==> src/hdl/clb_pkg.sv <==
// ----------------------------------------------------------------------------
// clb_pkg
// Shared constants and types for the comment and literal blanker.
// ----------------------------------------------------------------------------
package clb_pkg;

    localparam logic [7:0] CH_SLASH     = 8'h2F;
    localparam logic [7:0] CH_STAR      = 8'h2A;
    localparam logic [7:0] CH_DQUOTE    = 8'h22;
    localparam logic [7:0] CH_SQUOTE    = 8'h27;
    localparam logic [7:0] CH_BACKSLASH = 8'h5C;
    localparam logic [7:0] CH_NEWLINE   = 8'h0A;
    localparam logic [7:0] CH_SPACE     = 8'h20;

    // Results produced by one request: count is 0, 1 or 2, byte0 goes first.
    typedef struct packed {
        logic [1:0] count;
        logic [7:0] byte0;
        logic [7:0] byte1;
    } t_scan_res;

    // One queued result.
    typedef struct packed {
        logic [7:0] clean_byte;
        logic       last_of_run;
    } t_out_entry;

endpackage

==> src/hdl/clb_scanner.sv <==
// ----------------------------------------------------------------------------
// clb_scanner
// Scan state (mode, escape flag) and the per-byte decode that yields up to
// two result bytes and the next state.
// ----------------------------------------------------------------------------
module clb_scanner
    import clb_pkg::*;
(
    input  logic       i_clk,
    input  logic       i_rst_n,
    input  logic       i_accept,
    input  logic [7:0] i_text_byte,
    input  logic       i_end_of_text,
    output t_scan_res  o_res
);

    typedef enum logic [2:0] {
        MODE_NORMAL     = 3'd0,
        MODE_HELD       = 3'd1,
        MODE_LINE       = 3'd2,
        MODE_BLOCK      = 3'd3,
        MODE_BLOCK_STAR = 3'd4,
        MODE_STRING     = 3'd5,
        MODE_CHAR       = 3'd6
    } t_mode;

    t_mode r_mode, n_mode;
    logic  r_esc, n_esc;

    t_mode      rest_mode;
    logic       rest_emit;
    logic [7:0] rest_byte;
    t_mode      rest_next;
    logic       rest_esc;

    // Handle the byte in rest_mode (held slash already resolved).
    always_comb begin
        rest_mode = (r_mode == MODE_HELD) ? MODE_NORMAL : r_mode;
        rest_emit = 1'b1;
        rest_byte = CH_SPACE;
        rest_next = rest_mode;
        rest_esc  = r_esc;
        if (i_text_byte == CH_NEWLINE) begin
            rest_byte = CH_NEWLINE;
            rest_esc  = 1'b0;
            if (rest_mode == MODE_LINE) begin
                rest_next = MODE_NORMAL;
            end else if (rest_mode == MODE_BLOCK_STAR) begin
                rest_next = MODE_BLOCK;
            end
        end else begin
            case (rest_mode)
                MODE_LINE: begin
                    rest_next = MODE_LINE;
                end
                MODE_BLOCK: begin
                    if (i_text_byte == CH_STAR) begin
                        rest_next = MODE_BLOCK_STAR;
                    end
                end
                MODE_BLOCK_STAR: begin
                    if (i_text_byte == CH_SLASH) begin
                        rest_next = MODE_NORMAL;
                    end else if (i_text_byte != CH_STAR) begin
                        rest_next = MODE_BLOCK;
                    end
                end
                MODE_STRING, MODE_CHAR: begin
                    if (r_esc) begin
                        rest_esc = 1'b0;
                    end else if (i_text_byte == CH_BACKSLASH) begin
                        rest_esc = 1'b1;
                    end else if ((rest_mode == MODE_STRING && i_text_byte == CH_DQUOTE) ||
                                 (rest_mode == MODE_CHAR && i_text_byte == CH_SQUOTE)) begin
                        rest_next = MODE_NORMAL;
                    end
                end
                default: begin
                    // normal code, and the unused mode code
                    rest_next = MODE_NORMAL;
                    if (i_text_byte == CH_SLASH) begin
                        if (i_end_of_text) begin
                            rest_byte = CH_SLASH;
                        end else begin
                            rest_emit = 1'b0;
                            rest_next = MODE_HELD;
                        end
                    end else if (i_text_byte == CH_DQUOTE) begin
                        rest_next = MODE_STRING;
                    end else if (i_text_byte == CH_SQUOTE) begin
                        rest_next = MODE_CHAR;
                    end else begin
                        rest_byte = i_text_byte;
                    end
                end
            endcase
        end
    end

    always_comb begin
        o_res.byte1 = rest_byte;
        n_esc       = rest_esc;
        if (r_mode == MODE_HELD &&
            (i_text_byte == CH_SLASH || i_text_byte == CH_STAR)) begin
            o_res.count = 2'd2;
            o_res.byte0 = CH_SPACE;
            o_res.byte1 = CH_SPACE;
            n_mode      = (i_text_byte == CH_SLASH) ? MODE_LINE : MODE_BLOCK;
            n_esc       = r_esc;
        end else if (r_mode == MODE_HELD) begin
            // flush the held slash ahead of this byte's own result
            o_res.count = rest_emit ? 2'd2 : 2'd1;
            o_res.byte0 = CH_SLASH;
            n_mode      = rest_next;
        end else begin
            o_res.count = rest_emit ? 2'd1 : 2'd0;
            o_res.byte0 = rest_byte;
            n_mode      = rest_next;
        end
        // end of text returns everything to reset state
        if (i_end_of_text) begin
            n_mode = MODE_NORMAL;
            n_esc  = 1'b0;
        end
    end

    always_ff @(posedge i_clk) begin
        if (!i_rst_n) begin
            r_mode <= MODE_NORMAL;
            r_esc  <= 1'b0;
        end else if (i_accept) begin
            r_mode <= n_mode;
            r_esc  <= n_esc;
        end
    end

endmodule

==> src/hdl/clb_out_queue.sv <==
// ----------------------------------------------------------------------------
// clb_out_queue
// Four-entry result queue: takes up to two results a cycle, hands out one.
// ----------------------------------------------------------------------------
module clb_out_queue
    import clb_pkg::*;
(
    input  logic       i_clk,
    input  logic       i_rst_n,
    input  logic       i_push,
    input  t_scan_res  i_res,
    input  logic       i_pop,
    output logic       o_valid,
    output t_out_entry o_entry,
    output logic       o_room2
);

    t_out_entry r_mem [4];
    logic [1:0] r_wr_ptr, n_wr_ptr;
    logic [1:0] r_rd_ptr, n_rd_ptr;
    logic [2:0] r_count, n_count;
    logic [1:0] push_cnt;
    logic       pop_go;

    assign o_valid  = (r_count != 3'd0);
    assign o_entry  = r_mem[r_rd_ptr];
    assign o_room2  = (r_count <= 3'd2);
    assign push_cnt = i_push ? i_res.count : 2'd0;
    assign pop_go   = i_pop && o_valid;

    always_comb begin
        n_wr_ptr = r_wr_ptr + push_cnt;
        n_rd_ptr = r_rd_ptr + {1'b0, pop_go};
        n_count  = r_count + {1'b0, push_cnt} - {2'b00, pop_go};
    end

    always_ff @(posedge i_clk) begin
        if (!i_rst_n) begin
            r_wr_ptr <= 2'd0;
            r_rd_ptr <= 2'd0;
            r_count  <= 3'd0;
        end else begin
            r_wr_ptr <= n_wr_ptr;
            r_rd_ptr <= n_rd_ptr;
            r_count  <= n_count;
        end
    end

    // the last result of a request carries last_of_run
    always_ff @(posedge i_clk) begin
        if (push_cnt != 2'd0) begin
            r_mem[r_wr_ptr].clean_byte  <= i_res.byte0;
            r_mem[r_wr_ptr].last_of_run <= (push_cnt == 2'd1);
        end
        if (push_cnt == 2'd2) begin
            r_mem[r_wr_ptr + 2'd1].clean_byte  <= i_res.byte1;
            r_mem[r_wr_ptr + 2'd1].last_of_run <= 1'b1;
        end
    end

endmodule

==> src/hdl/comment_literal_blanker_top.sv <==
// ----------------------------------------------------------------------------
// comment_literal_blanker_top
// Blanks C/C++ comments and literals in a byte stream.
// ----------------------------------------------------------------------------
// Takes one source byte per cycle and returns it, or a space when it lies in a
// comment, string or character literal; newlines always pass. A '/' in code is
// held until the next byte shows whether it opens a comment, so a request makes
// zero, one or two results, and last_of_run marks the final one. Results go
// through a four-entry queue, read one per cycle unless the output stalls: a
// request is taken every cycle while the queue has room for two, and a
// two-result request uses two entries. There is no start-up sweep after reset.
module comment_literal_blanker_top
    import clb_pkg::*;
(
    input  logic       i_clk,
    input  logic       i_rst_n,
    input  logic       i_valid,
    output logic       o_stall,
    input  logic [7:0] i_text_byte,
    input  logic       i_end_of_text,
    output logic       o_valid,
    input  logic       i_stall,
    output logic [7:0] o_clean_byte,
    output logic       o_last_of_run
);

    t_scan_res  scan_res;
    t_out_entry head;
    logic       room2;
    logic       accept;

    assign o_stall = !room2;
    assign accept  = i_valid && room2;

    clb_scanner u_scanner (
        .i_clk         (i_clk),
        .i_rst_n       (i_rst_n),
        .i_accept      (accept),
        .i_text_byte   (i_text_byte),
        .i_end_of_text (i_end_of_text),
        .o_res         (scan_res)
    );

    clb_out_queue u_out_queue (
        .i_clk   (i_clk),
        .i_rst_n (i_rst_n),
        .i_push  (accept),
        .i_res   (scan_res),
        .i_pop   (!i_stall),
        .o_valid (o_valid),
        .o_entry (head),
        .o_room2 (room2)
    );

    assign o_clean_byte  = head.clean_byte;
    assign o_last_of_run = head.last_of_run;

endmodule

==> config.mk <==
export PLATFORM = sky130hd
export DESIGN_NAME = comment_literal_blanker_top
export DESIGN_NICKNAME = d
export VERILOG_FILES = /design/src/hdl/clb_pkg.sv /design/src/hdl/clb_scanner.sv /design/src/hdl/clb_out_queue.sv /design/src/hdl/comment_literal_blanker_top.sv
export SDC_FILE = /design/constraint.sdc
export NUM_CORES = 1
export LEC_CHECK = 0
export BUFFER_PORTS_ARGS = -buffer_cell sky130_fd_sc_hd__buf_2
export CAP_MARGIN = 40
export CORE_AREA = 2 2 62 107
export CTS_CLUSTER_SIZE = 30
export DETAILED_ROUTE_END_ITERATION = 6
export DIE_AREA = 0 0 64 109
export PLACE_DENSITY = 0.73
export RECOVER_POWER = 50
export REMOVE_ABC_BUFFERS = 1
export SYNTH_ARGS = -nofsm -noshare
export SYNTH_HDL_FRONTEND = slang
export SYNTH_SLANG_ARGS = --single-unit
==> constraint.sdc <==
create_clock -name i_clk -period 2.7 [get_ports i_clk]
set_input_delay 0.27 -clock i_clk [delete_from_list [all_inputs] [get_ports i_clk]]
set_output_delay 0.27 -clock i_clk [all_outputs]
set_load 0.02 [all_outputs]
==> results of run 1 <==
==> power groups by stage <==
stage	registers [mW]	logic, mW	clock network [mW]
2_1_floorplan	0.984	0.587	0
3_3_place_gp	1.01	0.852	0
3_5_place_dp	1.02	0.868	0
4_1_cts	1.01	0.872	0.528
5_1_grt	1.02	0.911	0.546
6_report	1.01	0.836	0.524
==> registers in the layout (all words and copies together) (netlist names) <==
signal / cells
u_scanner.r_mode: 3
u_out_queue.r_count: 3
u_out_queue.r_mem: 36
u_out_queue.r_rd_ptr: 2
u_out_queue.r_wr_ptr: 2
u_scanner.r_esc: 1
==> synth_stat cells, types with 2 or more instances <==
| cell | number |
|---|---|
| inv_1 | 16 |
| a31oi_1 | 3 |
| nand4b_1 | 3 |
| a211o_1 | 2 |
| nor3b_1 | 2 |
| edfxtp_1 | 32 |
| or3_1 | 3 |
| xnor2_1 | 5 |
| nor4bb_1 | 2 |
| nand2_1 | 26 |
| nor2_1 | 19 |
| a211oi_1 | 2 |
| o32ai_1 | 3 |
| nor2b_1 | 9 |
| clkbuf_1 | 16 |
| dfxtp_1 | 15 |
| o311a_1 | 2 |
| nor3_1 | 8 |
| o22ai_1 | 3 |
| o21ai_0 | 17 |
| a221o_1 | 2 |
| nand2b_1 | 3 |
| xor2_1 | 4 |
| nor4_1 | 3 |
| a221oi_1 | 2 |
| a21boi_0 | 3 |
| nand4_1 | 5 |
| a21oi_1 | 29 |
| o41ai_1 | 2 |
| and2_1 | 6 |
| ha_1 | 5 |
| mux4_2 | 9 |
| o21ai_1 | 2 |
| or2_2 | 3 |
| nand3_1 | 11 |
| o211ai_1 | 4 |
==> cells by family after synthesis <==
| group | synth area share (%) |
|---|---|
| adders and majority gates | 2.798 |
| DFF | 42.73 |
| and+or+nand+nor | 21.32 |
| buffers and inverters | 4.366 |
| AOI/OAI and AO/OA | 18.91 |
| muxes | 7.206 |
| xor gates and xnor gates | 2.670 |
==> worst max-delay path, cell delays in order (launching register included) <==
cell and delay, ps:
dfxtp_2 380, or2_2 330, nand2_1 110, nand3_1 120, ha_1 240, clkbuf_1 160
nor2_1 270, a21oi_2 140, o21ai_0 130, clkbuf_1 300, o21ai_0 140
==> per-layer routing <==
metal	track usage (%)	vias to the layer above	routed length, um
met1	23.83	1295	2779
met4	20.34	0	599
met3	2.993	47	312
li1	-	1270	-
met5	0	-	0
met2	51.04	112	4894
==> final cells by class <==
cell class              count  area (sq um)
clock buffers               5         68.82
clock inverters             3         43.79
fillers                   560          2623
inverters                  16         60.06
multi-input cells         223          1558
flip-flops and latches     47          1262
well taps                  80         100.1
repair buffers             68         417.9
==> final timing paths <==
path              depth (start not counted)                       to                     from  slack (ps)
setup reg to reg                         10  u_out_queue.r_mem[2][6]      u_scanner.r_mode[1]         140
hold reg to reg                           1  u_out_queue.r_mem[2][0]  u_out_queue.r_mem[2][0]         510
hold / removal                            2      u_scanner.r_mode[2]                  i_rst_n         240
setup / recovery                         10  u_out_queue.r_mem[2][6]      u_scanner.r_mode[1]         140
==> stage by stage <==
stage               power [mW]  worst slack [ps]  hold WS [ps]
finish                   2.366             142.8         242.7
global route             2.481             20.63         257.1
CTS                      2.409             47.51         250.0
detailed placement       1.893            -123.7         489.0
global placement         1.867            -14.85         464.5
floorplan                1.570            -103.5         391.7
==> layout by cell type (no fill, tap or decap), drive strengths merged, types with 5 or more instances in the layout <==
cell | Yosys | layout
dfxtp | 15 | 15
mux4 | 9 | 9
nor2 | 19 | 19
nand4 | 5 | 5
inv | 16 | 16
nand3 | 11 | 11
xnor2 | 5 | 5
and2 | 6 | 6
nor3 | 8 | 8
buf | 2 | 46
o21ai | 19 | 19
nand2 | 26 | 26
a21oi | 30 | 30
ha | 5 | 5
edfxtp | 32 | 32
nor2b | 9 | 9
clkbuf | 16 | 27
nor4 | 5 | 5
==> results.py, run 1 <==
metrics = {
    "sta": {
        "layout_min_cycle_time_ps": 2557,
        "finalCritPeriodShare_pct": 94.71,
        "worst_pin_slew_ps": 680.4,
        "fin_skew_ps": 6.043,
        "slew_viol_final": 0,
        "maxSlewHeadroom_pct": 54.22,
        "finalSetupViolations": 0,
        "max_freq_mhz": 391.1,
        "hold_viol_final": 0,
        "rsz0062_at_grt": "false",
        "setup_tns_ps": 0,
    },
    "cts": {
        "cts.sinks": 47,
        "cts_setup_buffers": 0,
        "clockBufferDepth": 2,
        "cts-root-buf": "clkbuf_8",
        "clk_pin_slew_ps": 90,
        "ctsResizeCount": 0,
        "cts_tree": "yes",
        "cts_buffers": 5,
        "h-tree-depth": 2,
        "holdBufCountCts": 0,
        "clkLatencyLatePin_ps": 310,
    },
    "synth": {
        "synth_edf_count": 32,
        "synth_top_area_share_pct": 32.56,
        "synth_area_leaders": "edfxtp_1 (33%), dfxtp_1 (10%), mux4_2 (6.9%)",
        "yosysTopAreaCell": "edfxtp_1",
        "synth_ff_type": "edfxtp_1",
        "synth.yosys.seq_area_share_pct": 42.73,
        "async_flop_share_pct": 0,
        "syn-cell-area_sq_um": 2952,
        "synth_warnings": 0,
        "synth-seq-cells": 47,
        "syn_inst": 304,
        "avgSynthCellArea_sq_um": 9.709,
        "synth.distinct_cells": 59,
    },
    "power": {
        "p_leak_nw": 1.257,
        "p_comb_share_pct": 35.3,
        "p_clk_share_pct": 22.1,
        "seqPwrFrac_pct": 42.5,
        "powerDensity_nw_per_um2": 673.8,
        "switching_power_mw": 0.8368,
        "switching_share_pct": 35.37,
        "intPower_mw": 1.529,
        "ir_drop_mv": 0.4680,
    },
    "die": {
        "initial_utilization_pct": 48.12,
        "die-area_sq_um": 6976,
        "num_rows": 38,
        "die_h_um": 109,
        "die_w_um": 64,
        "pin_count": 24,
        "coreArea_sq_um": 6133,
    },
    "setup_path": {
        "required_ps": 2750,
        "worst_setup_path_end_kind": "flip-flop",
        "cp_max_fo": 8,
        "critPathKind": "reg -> reg",
        "cp.arrival_ps": 2610,
        "start_kind": "flip-flop",
    },
    "run_status": {
        "status": "finished clean",
    },
    "global_routing": {
        "overflow": 0,
        "grt_pass1_wl_um": 13740,
        "antenna_found_initial": 0,
        "grt_util_all_layers_pct": 26.25,
        "grt_max_degree": 19,
        "grt_pass1_vias": 2801,
    },
    "place": {
        "portBuffers": 23,
        "dp.cells": 434,
        "dp.final_hpwl_um": 6892,
        "placed_cell_area_sq_um": 3448,
        "gp_congestion": 0.9752,
    },
    "cells_and_area": {
        "stdcell_count": 442,
        "design_area_sq_um": 3511,
        "diodes": 0,
        "final_nets": 380,
        "drive_gt1_share_pct": 20.72,
        "areaGrowthSynthToFinish_pct": 18.95,
        "fin_util_pct": 57.24,
    },
    "routing": {
        "drcViolationCount": 0,
        "ant_nets": 0,
        "firstDrtPassIters": 5,
        "post_drt_wl_per_cell_um": 19.42,
        "vias_per_cell": 6.163,
        "initialDrtViolationCount": 130,
        "via_count": 2724,
        "wirelength_um": 8584,
    },
    "min_path": {
        "hp-class": "in -> reg",
    },
    "job": {
        "cap_violations": 0,
    },
}
(Power assumes the default switching activity.)
==> run 2: changes to the inputs <==
ABC_AREA = 1   (was unset)
CORE_AREA = 2 2 61 107   (was 2 2 62 107)
DIE_AREA = 0 0 63 109   (was 0 0 64 109)
PLACE_DENSITY = 0.74   (was 0.73)
==> results.py, run 2 <==
metrics = {
    "place": {
        "dp.final_hpwl_um": 6009,
        "dp_slack_ps": 93.76,
        "gp_congestion": 0.8995,
        "portBuffers": 23,
        "dp.cells": 508,
    },
    "synth": {
        "synth_edf_count": 32,
        "synth_common_cells": "nand2_1 (104), nor2_1 (53), o21ai_0 (40)",
        "synth-seq-cells": 47,
        "synth_area_leaders": "edfxtp_1 (33%), nand2_1 (13%), dfxtp_1 (10%)",
        "synth.yosys.seq_area_share_pct": 42.86,
        "synth.distinct_cells": 34,
        "synth_ff_type": "edfxtp_1",
        "async_flop_share_pct": 0,
        "synth_warnings": 0,
        "yosysTopAreaCell": "edfxtp_1",
        "synth_top_area_share_pct": 32.65,
        "avgSynthCellArea_sq_um": 7.488,
        "synth_most_common_cell": "nand2_1",
        "syn-cell-area_sq_um": 2943,
        "syn_inst": 393,
    },
    "cells_and_area": {
        "final_common_cell": "nand2_1",
        "fillers": 614,
        "drive_gt1_share_pct": 15.83,
        "mostFrequentLayoutCells": "nand2_1 (105), nor2_1 (55), o21ai_0 (48)",
        "reg_top3": "u_out_queue.r_mem: 36 flops, u_out_queue.r_count: 3 flops, u_scanner.r_mode: 3 flops",
        "largest_reg_flops": 36,
        "stdcell_count": 516,
        "diodes": 0,
        "multi_input_area_sq_um": 1489,
        "final_nets": 454,
        "seq_area_sq_um": 1264,
        "areaGrowthSynthToFinish_pct": 13.78,
        "regMostFlops": "u_out_queue.r_mem",
    },
    "cts": {
        "cts_buffers": 5,
        "h-tree-depth": 2,
        "holdBufCountCts": 0,
        "cts_tree": "yes",
        "clk_pin_slew_ps": 80,
        "clockBufferDepth": 2,
        "cts-root-buf": "clkbuf_8",
        "clkLatencyLatePin_ps": 310,
        "cts.sinks": 47,
    },
    "sta": {
        "slew_viol_final": 0,
        "maxSlewHeadroom_pct": 54.22,
        "setup_slack_ps": 208.6,
        "setup_tns_ps": 0,
        "finalSetupViolations": 0,
        "hold_viol_final": 0,
        "worst_pin_slew_ps": 684.1,
        "max_freq_mhz": 401.4,
        "finalCritPeriodShare_pct": 92.28,
        "layout_min_cycle_time_ps": 2491,
        "rsz0062_at_grt": "false",
        "fin_skew_ps": 4.714,
    },
    "setup_path": {
        "cp_max_fo": 6,
        "cp.arrival_ps": 2690,
        "worst_setup_path_end_kind": "flip-flop",
        "regToRegSetupSlack_ps": 210,
        "required_ps": 2900,
        "critPathKind": "reg -> reg",
        "start_kind": "flip-flop",
    },
    "global_routing": {
        "busiest_layer": "met2",
        "grt_max_degree": 21,
        "use_met1_pct": 22.36,
        "use_met3_pct": 3.302,
        "grt_util_all_layers_pct": 23.47,
        "use_met2_pct": 46.88,
        "grt_pass1_vias": 2786,
        "antenna_found_initial": 0,
        "overflow": 0,
        "grt_pass1_wl_um": 12520,
    },
    "run_status": {
        "status": "finished clean",
    },
    "routing": {
        "firstDrtPassIters": 5,
        "initialDrtViolationCount": 95,
        "wirelength_um": 7456,
        "drcViolationCount": 0,
        "post_drt_wl_per_cell_um": 14.45,
        "ant_nets": 0,
        "via_count": 2753,
        "vias_per_cell": 5.335,
    },
    "die": {
        "die-area_sq_um": 6867,
        "initial_utilization_pct": 48.74,
        "die_h_um": 109,
        "pin_count": 24,
        "coreArea_sq_um": 6038,
        "die_w_um": 63,
        "num_rows": 38,
    },
    "power": {
        "total_power_mw": 2.303,
        "ir_drop_mv": 0.4739,
        "powerDensity_nw_per_um2": 687.8,
        "p_leak_nw": 1.435,
    },
    "job": {
        "cap_violations": 0,
    },
    "min_path": {
        "hp-class": "in -> reg",
    },
}
[run 2: routing by layer]
metal	share of wire, %	up-vias
li1	-	1388
met1	36	1273
met2	57	67
met3	3.0	25
met4	4.3	0
met5	0	-
[run 2: worst paths after layout]
path	end	startpoint	cells after the start
worst max register to register	u_out_queue.r_count[2]	u_scanner.r_mode[1]	14
worst max-delay path	u_out_queue.r_count[2]	u_scanner.r_mode[1]	14
worst min register to register	u_out_queue.r_mem[2][0]	u_out_queue.r_mem[2][0]	2
worst min-delay path	u_out_queue.r_rd_ptr[0]	i_rst_n	3
[run 2: metrics by stage]
step	util, %	cell area, sq um	hold slack, ps
3_3_place_gp	54.10	3267	435.4
6_report	55.45	3348	245.4
3_5_place_dp	54.10	3267	433.6
4_1_cts	55.88	3374	246.2
5_1_grt	55.45	3348	259.1
2_1_floorplan	-	2924	363.5
[run 2: critical path, stage by stage (launching register included)]
cell and delay [ps]:
dfxtp_2 380, inv_1 90, nor2_1 210, nor2_4 60, nand2_1 100, ha_1 140, inv_1 70, nand2_2 110
nand2_1 80, ha_1 290, inv_1 50, fa_1 420, xor2_1 180, o21ai_0 150, a21oi_1 60
[run 2: logic make-up (layout without fill, tap and decap cells)]
family	Yosys count	in the layout	synth area share [%]
simple gates	201	201	31.25
compound gates	88	88	16.20
buf+inv	49	92	6.292
flops	47	47	42.86
fa+ha+maj	6	6	2.806
xor+xnor	2	2	0.5953
[run 2: power by group]
group | switching, mW | leakage, nW | total (mW) | internal (mW)
registers | 0.0596 | 0.426 | 0.962 | 0.903
clock network | 0.232 | 0.0556 | 0.503 | 0.271
logic | 0.579 | 0.953 | 0.837 | 0.259
[run 2: what timing repair did]
action                     in CTS  in global routing
setup endpoints to repair       0                  1
gates resized for setup         0                  2
setup buffers                   0                  0
[run 2: layout make-up]
cell class	instances	area share (%)
Tap cell	80	2.990
Sequential cell	47	37.74
Timing Repair Buffer	40	6.614
Clock buffer	5	2.055
Multi-Input combinational cell	297	44.47
Clock inverter	3	1.158
Inverter	44	4.970
